--- src/rtl/core/gbcd_pkg.sv ---
// Shared types, constants and tables of the gyro bias calibration block.
`timescale 1ns / 1ps
package gbcd_pkg;

   localparam int AXES    = 3;
   localparam int RAW_W   = 16;
   localparam int SUM_W   = 25;
   localparam int SQ_W    = 39;
   localparam int MAG_W   = 24;
   localparam int DIVD_W  = 47;
   localparam int DIVS_W  = 17;
   localparam int RATE_W  = 20;
   localparam int FACT_W  = 20;
   localparam int THR_W   = 24;
   localparam int PROD_W  = 36;
   localparam int CSR_W   = 8;
   localparam int SQRT_STEPS = 16;
   localparam int DCNT_W  = $clog2(DIVD_W);
   localparam int SCNT_W  = $clog2(SQRT_STEPS);

   typedef logic [1:0] csr_addr_type;
   localparam csr_addr_type CSR_GYRO_SCALE    = 2'd0;
   localparam csr_addr_type CSR_THRESH_MULT   = 2'd1;
   localparam csr_addr_type CSR_CALIB_SAMPLES = 2'd2;

   localparam logic [CSR_W-1:0] CALIB_SAMPLES_RESET = 8'd50;

   typedef struct packed {
      logic                    command;
      logic signed [RAW_W-1:0] gyro_x;
      logic signed [RAW_W-1:0] gyro_y;
      logic signed [RAW_W-1:0] gyro_z;
   } req_type;

   typedef struct packed {
      logic signed [RATE_W-1:0] rate_x;
      logic signed [RATE_W-1:0] rate_y;
      logic signed [RATE_W-1:0] rate_z;
      logic                     is_calibrated;
      logic                     calib_done;
   } rsp_type;

   typedef enum logic [3:0] {
      ST_IDLE,
      ST_DISPATCH,
      ST_MEAS1,
      ST_MEAS2,
      ST_MEAS3,
      ST_CAL_ACC,
      ST_FIN_ABS,
      ST_FIN_MUL,
      ST_DIV_Q,
      ST_FIN_SUB,
      ST_DIV_V,
      ST_SQRT_LD,
      ST_SQRT,
      ST_FIN_STORE,
      ST_RESP
   } state_type;

   typedef struct packed {
      logic capture;
      logic meas1;
      logic meas2;
      logic meas3;
      logic cal_acc;
      logic fin_abs;
      logic fin_mul;
      logic div_step;
      logic fin_sub;
      logic sqrt_ld;
      logic sqrt_step;
      logic fin_store;
      logic rsp_load;
   } cmd_type;

   typedef struct packed {
      logic meas_cmd;
      logic cal_hit;
      logic div_last;
      logic sqrt_last;
      logic last_axis;
   } status_type;

   function automatic logic [FACT_W-1:0] scale_factor(input logic [1:0] sel);
      logic [FACT_W-1:0] f;
      case (sel)
         2'd0: f = 20'd128060;
         2'd1: f = 20'd256138;
         2'd2: f = 20'd511487;
         2'd3: f = 20'd1022991;
         default: f = 20'd128060;
      endcase
      return f;
   endfunction

endpackage

--- src/rtl/core/gbcd_ctrl.sv ---
// Sequencer state machine of the gyro bias calibration block.
`timescale 1ns / 1ps
module gbcd_ctrl
   import gbcd_pkg::*;
(
   input  logic       clock,
   input  logic       reset,
   input  logic       req_valid,
   output logic       req_ready,
   output logic       rsp_valid,
   input  logic       rsp_ready,
   input  status_type status,
   output cmd_type    cmd
);

   state_type state_ff, state_in;
   logic      rsp_valid_ff, rsp_valid_in;
   logic      out_free;

   assign out_free = !rsp_valid_ff || rsp_ready;

   always_comb begin
      state_in = state_ff;
      case (state_ff)
         ST_IDLE:      if (req_valid) state_in = ST_DISPATCH;
         ST_DISPATCH:  state_in = status.meas_cmd ? ST_MEAS1 : ST_CAL_ACC;
         ST_MEAS1:     state_in = ST_MEAS2;
         ST_MEAS2:     state_in = ST_MEAS3;
         ST_MEAS3:     state_in = ST_RESP;
         ST_CAL_ACC:   state_in = status.cal_hit ? ST_FIN_ABS : ST_RESP;
         ST_FIN_ABS:   state_in = ST_FIN_MUL;
         ST_FIN_MUL:   state_in = ST_DIV_Q;
         ST_DIV_Q:     if (status.div_last) state_in = ST_FIN_SUB;
         ST_FIN_SUB:   state_in = ST_DIV_V;
         ST_DIV_V:     if (status.div_last) state_in = ST_SQRT_LD;
         ST_SQRT_LD:   state_in = ST_SQRT;
         ST_SQRT:      if (status.sqrt_last) state_in = ST_FIN_STORE;
         ST_FIN_STORE: state_in = status.last_axis ? ST_RESP : ST_FIN_ABS;
         ST_RESP:      if (out_free) state_in = ST_IDLE;
         default:      state_in = ST_IDLE;
      endcase
   end

   always_comb begin
      cmd = '0;
      case (state_ff)
         ST_IDLE:      cmd.capture   = req_valid;
         ST_MEAS1:     cmd.meas1     = 1'b1;
         ST_MEAS2:     cmd.meas2     = 1'b1;
         ST_MEAS3:     cmd.meas3     = 1'b1;
         ST_CAL_ACC:   cmd.cal_acc   = 1'b1;
         ST_FIN_ABS:   cmd.fin_abs   = 1'b1;
         ST_FIN_MUL:   cmd.fin_mul   = 1'b1;
         ST_DIV_Q:     cmd.div_step  = 1'b1;
         ST_FIN_SUB:   cmd.fin_sub   = 1'b1;
         ST_DIV_V:     cmd.div_step  = 1'b1;
         ST_SQRT_LD:   cmd.sqrt_ld   = 1'b1;
         ST_SQRT:      cmd.sqrt_step = 1'b1;
         ST_FIN_STORE: cmd.fin_store = 1'b1;
         ST_RESP:      cmd.rsp_load  = out_free;
         default:      cmd = '0;
      endcase
   end

   assign rsp_valid_in = cmd.rsp_load || (rsp_valid_ff && !rsp_ready);

   always_ff @(posedge clock) begin
      if (reset) begin
         state_ff     <= ST_IDLE;
         rsp_valid_ff <= 1'b0;
      end else begin
         state_ff     <= state_in;
         rsp_valid_ff <= rsp_valid_in;
      end
   end

   assign req_ready = (state_ff == ST_IDLE);
   assign rsp_valid = rsp_valid_ff;

   a_no_overwrite: assert property (@(posedge clock) disable iff (reset)
      cmd.rsp_load |-> (!rsp_valid_ff || rsp_ready))
      else $error("response register overwritten while pending");

   a_accept_dispatch: assert property (@(posedge clock) disable iff (reset)
      (req_valid && req_ready) |=> (state_ff == ST_DISPATCH))
      else $error("accepted request not dispatched");

   a_quot_to_sub: assert property (@(posedge clock) disable iff (reset)
      (state_ff == ST_DIV_Q && status.div_last) |=> cmd.fin_sub)
      else $error("mean divide did not hand over to variance step");

endmodule

--- config.mk ---
export PLATFORM = sky130hd
export DESIGN_NAME = gbcd_ctrl
export DESIGN_NICKNAME = d
export VERILOG_FILES = /design/src/rtl/core/gbcd_pkg.sv /design/src/rtl/core/gbcd_ctrl.sv
export SDC_FILE = /design/constraint.sdc
export NUM_CORES = 1
export LEC_CHECK = 0
export BUFFER_PORTS_ARGS = -buffer_cell sky130_fd_sc_hd__clkbuf_2
export CORE_MARGIN = 2
export CORE_UTILIZATION = 25
export CTS_CLUSTER_DIAMETER = 150
export DETAILED_ROUTE_END_ITERATION = 10
export MAX_ROUTING_LAYER = met4
export PLACE_DENSITY = 0.59
export SLEW_MARGIN = 10
export SYNTH_ARGS = -nofsm -noshare
export SYNTH_HDL_FRONTEND = slang
export SYNTH_SLANG_ARGS = --single-unit
--- constraint.sdc ---
create_clock -name clock -period 1.62 [get_ports clock]
set_clock_uncertainty 0.1 [all_clocks]
set_input_delay 0.081 -clock clock [delete_from_list [all_inputs] [get_ports clock]]
set_output_delay 0.081 -clock clock [all_outputs]
set_load 0.01 [all_outputs]
-- Yosys cells after proc, flatten, opt, wreduce, memory -nomap -nowiden
Index checks and enable logic that the tools add are counted.
- output and inout port bits: 15
- register bits: 5
- bits of input ports: 9
- mux-type cells: 22
- equal/unequal tests: 19
- reduce and logical (&&, ||, !) cells: 8
- operators by type and width (kind ; number):
    4-bit one-hot mux with 15 select lines ; 1
    4-bit equality test (second input constant) ; 7
    4-bit 2-to-1 mux ; 7
    4-bit by 3-bit equality test with 1-bit output (second input constant) ; 4
    1-bit 2-to-1 mux ; 13
    2-bit != test (second input constant) ; 5
    4-bit by 2-bit equality test with 1-bit output (second input constant) ; 2
    5-bit AND reduction ; 1
    4-bit by 1-bit equality test with 1-bit output (second input constant) ; 1
    4-bit logical NOT ; 1
    3-bit 2-to-1 mux ; 1
    1-bit logical NOT ; 2
    1-bit logical OR ; 2
    2-bit OR reduction ; 1
    1-bit logical AND ; 1

-- Longest topological paths before layout
Gate-level depths: netlist of run 1.
- word-level depth: 4
- depth in mapped cells: 5

-- Least setup slack after synthesis of run 1
Ideal clock, no wire load.
- kind: reg-to-output
- from: register state_ff[2]
- to: output cmd[12] in the netlist's numbering
- stages on the path, launching flop included: 4
- setup slack: 0.214 ns
- arrival time: 1.225 ns
- path buffers: 1
- path through: dfxtp_1 -> buf_2 -> nor4_1 -> and2_1
- RTL lines (what ; RTL line ; source):
    start, declared ; gbcd_ctrl.sv:16 ; state_type state_ff, state_in;
    start signal, assigned ; gbcd_ctrl.sv:72 ; state_ff <= state_in;
    end, declared ; gbcd_ctrl.sv:13 ; output cmd_type cmd

==> results of run 1 <==
[synthesized netlist by cell type, drive strengths merged]
cell	count	share of area
or3	1	0.014
and2	2	0.027
buf	5	0.082
nor3b	1	0.016
dfxtp	5	0.22
and3	2	0.027
nand2	6	0.049
a32o	1	0.022
nor2	10	0.082
a21oi	3	0.033
nand2b	6	0.082
nor2b	5	0.068
o2111ai	1	0.019
nor3	5	0.066
and3b	3	0.058
o31a	1	0.019
nand3	1	0.011
a31oi	2	0.027
o21ai	5	0.063
nor4	1	0.014
[sequential cells by signal, indices dropped and copies added (netlist names)]
signal	cells
rsp_valid	1
state_ff	4
[worst max-delay path: stages, from the launching register on]
cell	delay [ns]
dfxtp_2	0.43
buf_4	0.19
nand2b_1	0.13
nor3_1	0.17
clkbuf_2	0.16
[layout make-up]
| cell class | instances | share of cell area |
|---|---|---|
| flip-flops and latches | 5 | 0.165 |
| clock buffers | 4 | 0.0418 |
| repair buffers | 27 | 0.235 |
| multi-input cells | 56 | 0.508 |
| well taps | 25 | 0.0498 |
[where the power goes]
group / switching, mW / leakage [nW] / internal (mW) / total, mW
sequential: 0.0912 / 0.0420 / 0.165 / 0.256
combinational: 0.240 / 0.239 / 0.221 / 0.461
clock: 0.0593 / 0.0150 / 0.0937 / 0.153
total: 0.390 / 0.296 / 0.480 / 0.871
[through the flow]
stage / hold slack [ns] / cells / cell area, um2 / setup WS [ns] / util
3_3_place_gp: 0.244 / 112 / 588 / 0.157 / 0.341
2_1_floorplan: 0.0501 / 66 / 457 / 0.214 / -
3_5_place_dp: 0.243 / 112 / 588 / 0.124 / 0.341
4_1_cts: 0.0129 / 117 / 627 / 0.0539 / 0.363
6_report: 0.0204 / 117 / 628 / 0.111 / 0.364
5_1_grt: 0.0462 / 117 / 628 / 0.0217 / 0.364
[metal layers]
| metal | wire length (um) | part of all wire | vias to the layer above | track usage |
|---|---|---|---|---|
| met5 | 0 | 0 | - | - |
| met4 | 17 | 0.014 | 0 | 0.0500 |
| met3 | 74 | 0.062 | 2 | 0.0462 |
| met2 | 600 | 0.50 | 17 | 0.228 |
| met1 | 506 | 0.42 | 244 | 0.116 |
| li1 | - | - | 283 | - |
[final timing paths]
| path | cells after the start | slack (ns) | end | startpoint |
|---|---|---|---|---|
| setup / recovery | 4 | 0.11 | cmd[11] | state_ff[1]$_SDFFE_PP0P_ |
| hold / removal | 4 | 0.02 | state_ff[3]$_SDFFE_PP0P_ | status[2] |
| setup reg to reg | 5 | 0.26 | state_ff[0]$_SDFFE_PP0P_ | state_ff[1]$_SDFFE_PP0P_ |
| hold reg to reg | 2 | 0.41 | rsp_valid$_SDFF_PP0_ | rsp_valid$_SDFF_PP0_ |
[repair_timing]
action | 4_1_cts | 5_1_grt
endpoints found under the hold margin | 4 | 0
gates resized for setup | 2 | 1
setup buffers | 0 | 0
hold buffers | 1 | 0
setup endpoints to repair | 3 | 1
[logic make-up after synthesis]
kind of cell | Yosys count | synth area share
simple gates | 43 | 0.515
compound gates | 13 | 0.184
flops | 5 | 0.219
buf+inv | 5 | 0.0822
[cell usage in the layout, fill, tap and decap left out, types with 2 or more instances in the layout]
cell type | netlist | routed
a31oi_1 | 2 | 2
nand2_1 | 6 | 6
dfxtp_1 | 5 | 2
o21ai_0 | 2 | 2
nand2b_1 | 6 | 6
clkbuf_4 | 0 | 3
clkbuf_2 | 0 | 23
nor3_1 | 4 | 4
nor2b_1 | 5 | 5
dfxtp_2 | 0 | 3
a21oi_1 | 3 | 3
buf_4 | 0 | 3
and3b_1 | 3 | 3
and3_1 | 2 | 2
and2_1 | 2 | 2
nor2_1 | 10 | 10
o21ai_1 | 2 | 2
==> out/metrics.cfg, run 1 <==
[routing]
ant_nets=0
drc=0
wl_per_cell_um=10.2
vias_per_cell=4.67
dr.pass1.iters=4
wirelength_mm=1.20
drt-initial-drc-count=4
vias=546

[floorplanning]
initial_core_util=0.264
dieArea_um2=2180
die_x_um=46.7
die_h_um=46.7
io_pins=24
coreArea_um2=1730
rows=15

[yosys]
synthDistinctLibCells=24
syn_area_per_cell_um2=6.92
yosys_warnings=0
synthCells=66
ys_seq_area_frac=0.219
synth_nets=75
syn_area_um2=457
ys_ff_latch=5

[sta]
slew_headroom=0.806
period_share=0.931
rsz0062_at_grt=no
min_period_ns=1.51
slew_violations=0
hold_viol_final=0
max_freq_ghz=0.663
worstMarginPinSlew_ns=0.289
setup_violations=0
finalSetupTns_ns=0

[finish]
fillers=198
multiInputGateArea_um2=319
drive_gt1_frac=0.370
regArea_um2=104
diodes=0
area_delta_synth_final_pct=37.5
nets=102

[global_routing]
grt_pass1_wl_mm=1.84
antenna_found_initial=0
track_usage=0.124
grt_overflow=0
first_global_vias=458
grt_start_max_net_pins=18

[pwr]
ir_drop_mv=0.364
leakage_nw=0.296
total_power_mw=0.871
p_per_area_nw_per_um2=1390

[critical_path]
critPathLaunchType=flop
crit_type=flop to output port
endpoint_kind=output port
path_max_fanout=12
crit_arrival_ns=1.33
cp.required_ns=1.44

[cts]
cts_made_buffers=3
clk_pin_slew_ns=0.05
htreeDepth=1
cts_tree=yes
cts_buffer_depth=2
clock-root-buffer=clkbuf_4
clock_sinks=5
worstSkewPairLatency_ns=0.25

[placement]
gp_congestion=0.829
portBuffers=23
dp_hpwl_um=861

[flow_run]
maxCapViolCount=0

[status]
status=finished clean

[min_path]
hold_class=input port to flop

Power figures use the tool's default switching activity.
==> run 2: changes to the inputs <==
- CELL_PAD_IN_SITES_DETAIL_PLACEMENT: not set -> 0
- CELL_PAD_IN_SITES_GLOBAL_PLACEMENT: not set -> 1
- MAX_ROUTING_LAYER: met4 -> not set
- PLACE_DENSITY: 0.59 -> 0.78
- SETUP_SLACK_MARGIN: not set -> 0.15
==> run 2 against run 1 <==
Compared with the run above:
- first-iteration DRC count grew to 3.5 times the previous value
- register-to-register slack better by 0.06 ns
- via count is 5.7% lower
- wire length is 7.8% lower
- final area is 1.8% higher
- non-clock buffer count is 1 lower
- combinational power is 7.4% lower
- sequential cell count stayed put
- core utilization is 0.65 points higher
- maximum frequency is 8.2% higher
- hold slack better by 0.019 ns
- global-route usage is 1.7 points lower
- largest power group unchanged
- highest routed layer is now met3
==> out/metrics.cfg, run 2 (synthesis results as in run 1) <==
[status]
status=finished clean  ; unchanged

[routing]
wl_per_cell_um=9.52  ; was 10.2 um
ant_nets=0  ; unchanged
vias=515  ; was 546
drc=0  ; unchanged
wirelength_mm=1.10  ; was 1.20 mm
drt-initial-drc-count=14  ; was 4
vias_per_cell=4.44  ; was 4.67
dr.pass1.iters=4  ; unchanged

[min_path]
whs_path_depth=4  ; unchanged
hold_class=input port to flop  ; unchanged

[pwr]
leakage_nw=0.294  ; was 0.296 nW
ir_drop_mv=0.456  ; was 0.364 mV
total_power_mw=0.870  ; was 0.871 mW
p_per_area_nw_per_um2=1360  ; was 1390 nW/um2

[sta]
hold_viol_final=0  ; unchanged
max_freq_ghz=0.717  ; was 0.663 GHz
finalSetupTns_ns=0  ; unchanged
rsz0062_at_grt=yes  ; was no
worstMarginPinSlew_ns=0.231  ; was 0.289 ns
setup_violations=0  ; unchanged
slew_violations=0  ; unchanged
min_period_ns=1.39  ; was 1.51 ns
period_share=0.861  ; was 0.931
hold_slack_ns=0.0395  ; was 0.0204 ns
slew_headroom=0.845  ; was 0.806

[floorplanning]
initial_core_util=0.264  ; unchanged
dieArea_um2=2180  ; unchanged
coreArea_um2=1730  ; unchanged
die_h_um=46.7  ; unchanged
rows=15  ; unchanged
io_pins=24  ; unchanged
die_x_um=46.7  ; unchanged

[finish]
finalNonFillerCells=116  ; was 117
final_common_cell=clkbuf_2  ; unchanged
final_cell_mix=22 x clkbuf_2, 10 x nor2_1, 6 x nand2_1, 6 x nand2b_1, 5 x nor2b_1  ; was 23 x clkbuf_2, 10 x nor2_1, 6 x nand2_1, 6 x nand2b_1, 5 x nor2b_1
area_delta_synth_final_pct=40.0  ; was 37.5%
drive_gt1_frac=0.396  ; was 0.370
utilization=0.370  ; was 0.364
top_register=state_ff  ; unchanged
nets=101  ; was 102
diodes=0  ; unchanged
largest_reg_flops=4  ; unchanged

[critical_path]
path_max_fanout=14  ; was 12
crit_arrival_ns=1.21  ; was 1.33 ns
cpMaxStageDelayCell=dfxtp_4  ; was dfxtp_2
crit_chain=nor4_2 > and2_1 > clkbuf_2  ; was buf_4 > nand2b_1 > nor3_1 > clkbuf_2
critPathLaunchType=flop  ; unchanged
endpoint_kind=output port  ; unchanged
crit_buf_inv=1  ; was 2
cp.required_ns=1.44  ; about the same
path_depth=3  ; was 4
rr_worst_depth=4  ; was 5
crit_type=flop to output port  ; unchanged
crit_family=simple AND/OR/NAND/NOR gates  ; was flip-flops
critPathMaxStageDelay_ns=0.39  ; was 0.43 ns

[cts]
clock-root-buffer=clkbuf_4  ; unchanged
cts_setup_buffers=0  ; unchanged
htreeDepth=1  ; unchanged
clock_sinks=5  ; unchanged
worstSkewPairLatency_ns=0.24  ; was 0.25 ns
cts_made_buffers=3  ; unchanged
cts_tree=yes  ; unchanged
clk_pin_slew_ns=0.05  ; about the same
cts_buffer_depth=2  ; unchanged

[global_routing]
antenna_found_initial=0  ; unchanged
track_usage=0.107  ; was 0.124
grt_pass1_wl_mm=1.64  ; was 1.84 mm
grt_overflow=0  ; unchanged
grt_start_max_net_pins=18  ; unchanged
first_global_vias=385  ; was 458

[placement]
dp_cells=111  ; was 112
portBuffers=23  ; unchanged
gp_congestion=0.724  ; was 0.829
dp_hpwl_um=837  ; was 861 um

[flow_run]
maxCapViolCount=0  ; unchanged

==> run 2: report_power, final <==
group / internal, mW / switching (mW) / total [mW] / leakage [nW]
sequential: 0.180 / 0.118 / 0.298 / 0.0437
combinational: 0.219 / 0.208 / 0.427 / 0.235
clock: 0.0931 / 0.0516 / 0.145 / 0.0150
==> run 2: worst paths after layout <==
| path | to | slack, ns | from |
|---|---|---|---|
| worst max-delay path | cmd[12] | 0.23 | state_ff[2]$_SDFFE_PP0P_ |
| worst min register to register | rsp_valid$_SDFF_PP0_ | 0.40 | rsp_valid$_SDFF_PP0_ |
| worst max register to register | state_ff[1]$_SDFFE_PP0P_ | 0.32 | state_ff[1]$_SDFFE_PP0P_ |
| worst min-delay path | state_ff[3]$_SDFFE_PP0P_ | 0.04 | status[2] |
==> run 2: tightest hold or removal path, stage by stage <==
cell and delay (ns):
clkbuf_2 0.07, nor2b_1 0.04, nand2_1 0.06, a31oi_1 0.07
==> run 2: area by class of cell <==
| cell class | instances | area (um2) |
|---|---|---|
| multi-input combinational | 56 | 327 |
| clock buffer | 4 | 26.3 |
| timing repair buffer | 26 | 140 |
| fill | 207 | 1090 |
| tap | 25 | 31.3 |
| sequential | 5 | 115 |
==> run 2: stage by stage <==
| step | instance area (um2) | setup slack (ns) |
|---|---|---|
| after detailed placement | 581 | 0.161 |
| after global placement | 581 | 0.194 |
| after CTS | 624 | 0.142 |
| after floorplan | 457 | 0.214 |
| final | 639 | 0.225 |
| after global routing | 639 | 0.128 |
==> run 2: repair_timing <==
action / in CTS / in global routing
endpoints found under the setup margin: 8 / 6
resized for setup: 5 / 6
pin swaps: 0 / 0
hold buffers: 1 / 0
endpoints found under the hold margin: 4 / 0
==> run 2: metal layers <==
layer	routed length [um]	track usage	vias to the layer above
met5	0	0	-
met4	0	0.0167	0
met3	71	0.0692	0
met2	505	0.147	16
met1	527	0.144	217
li1	-	-	282
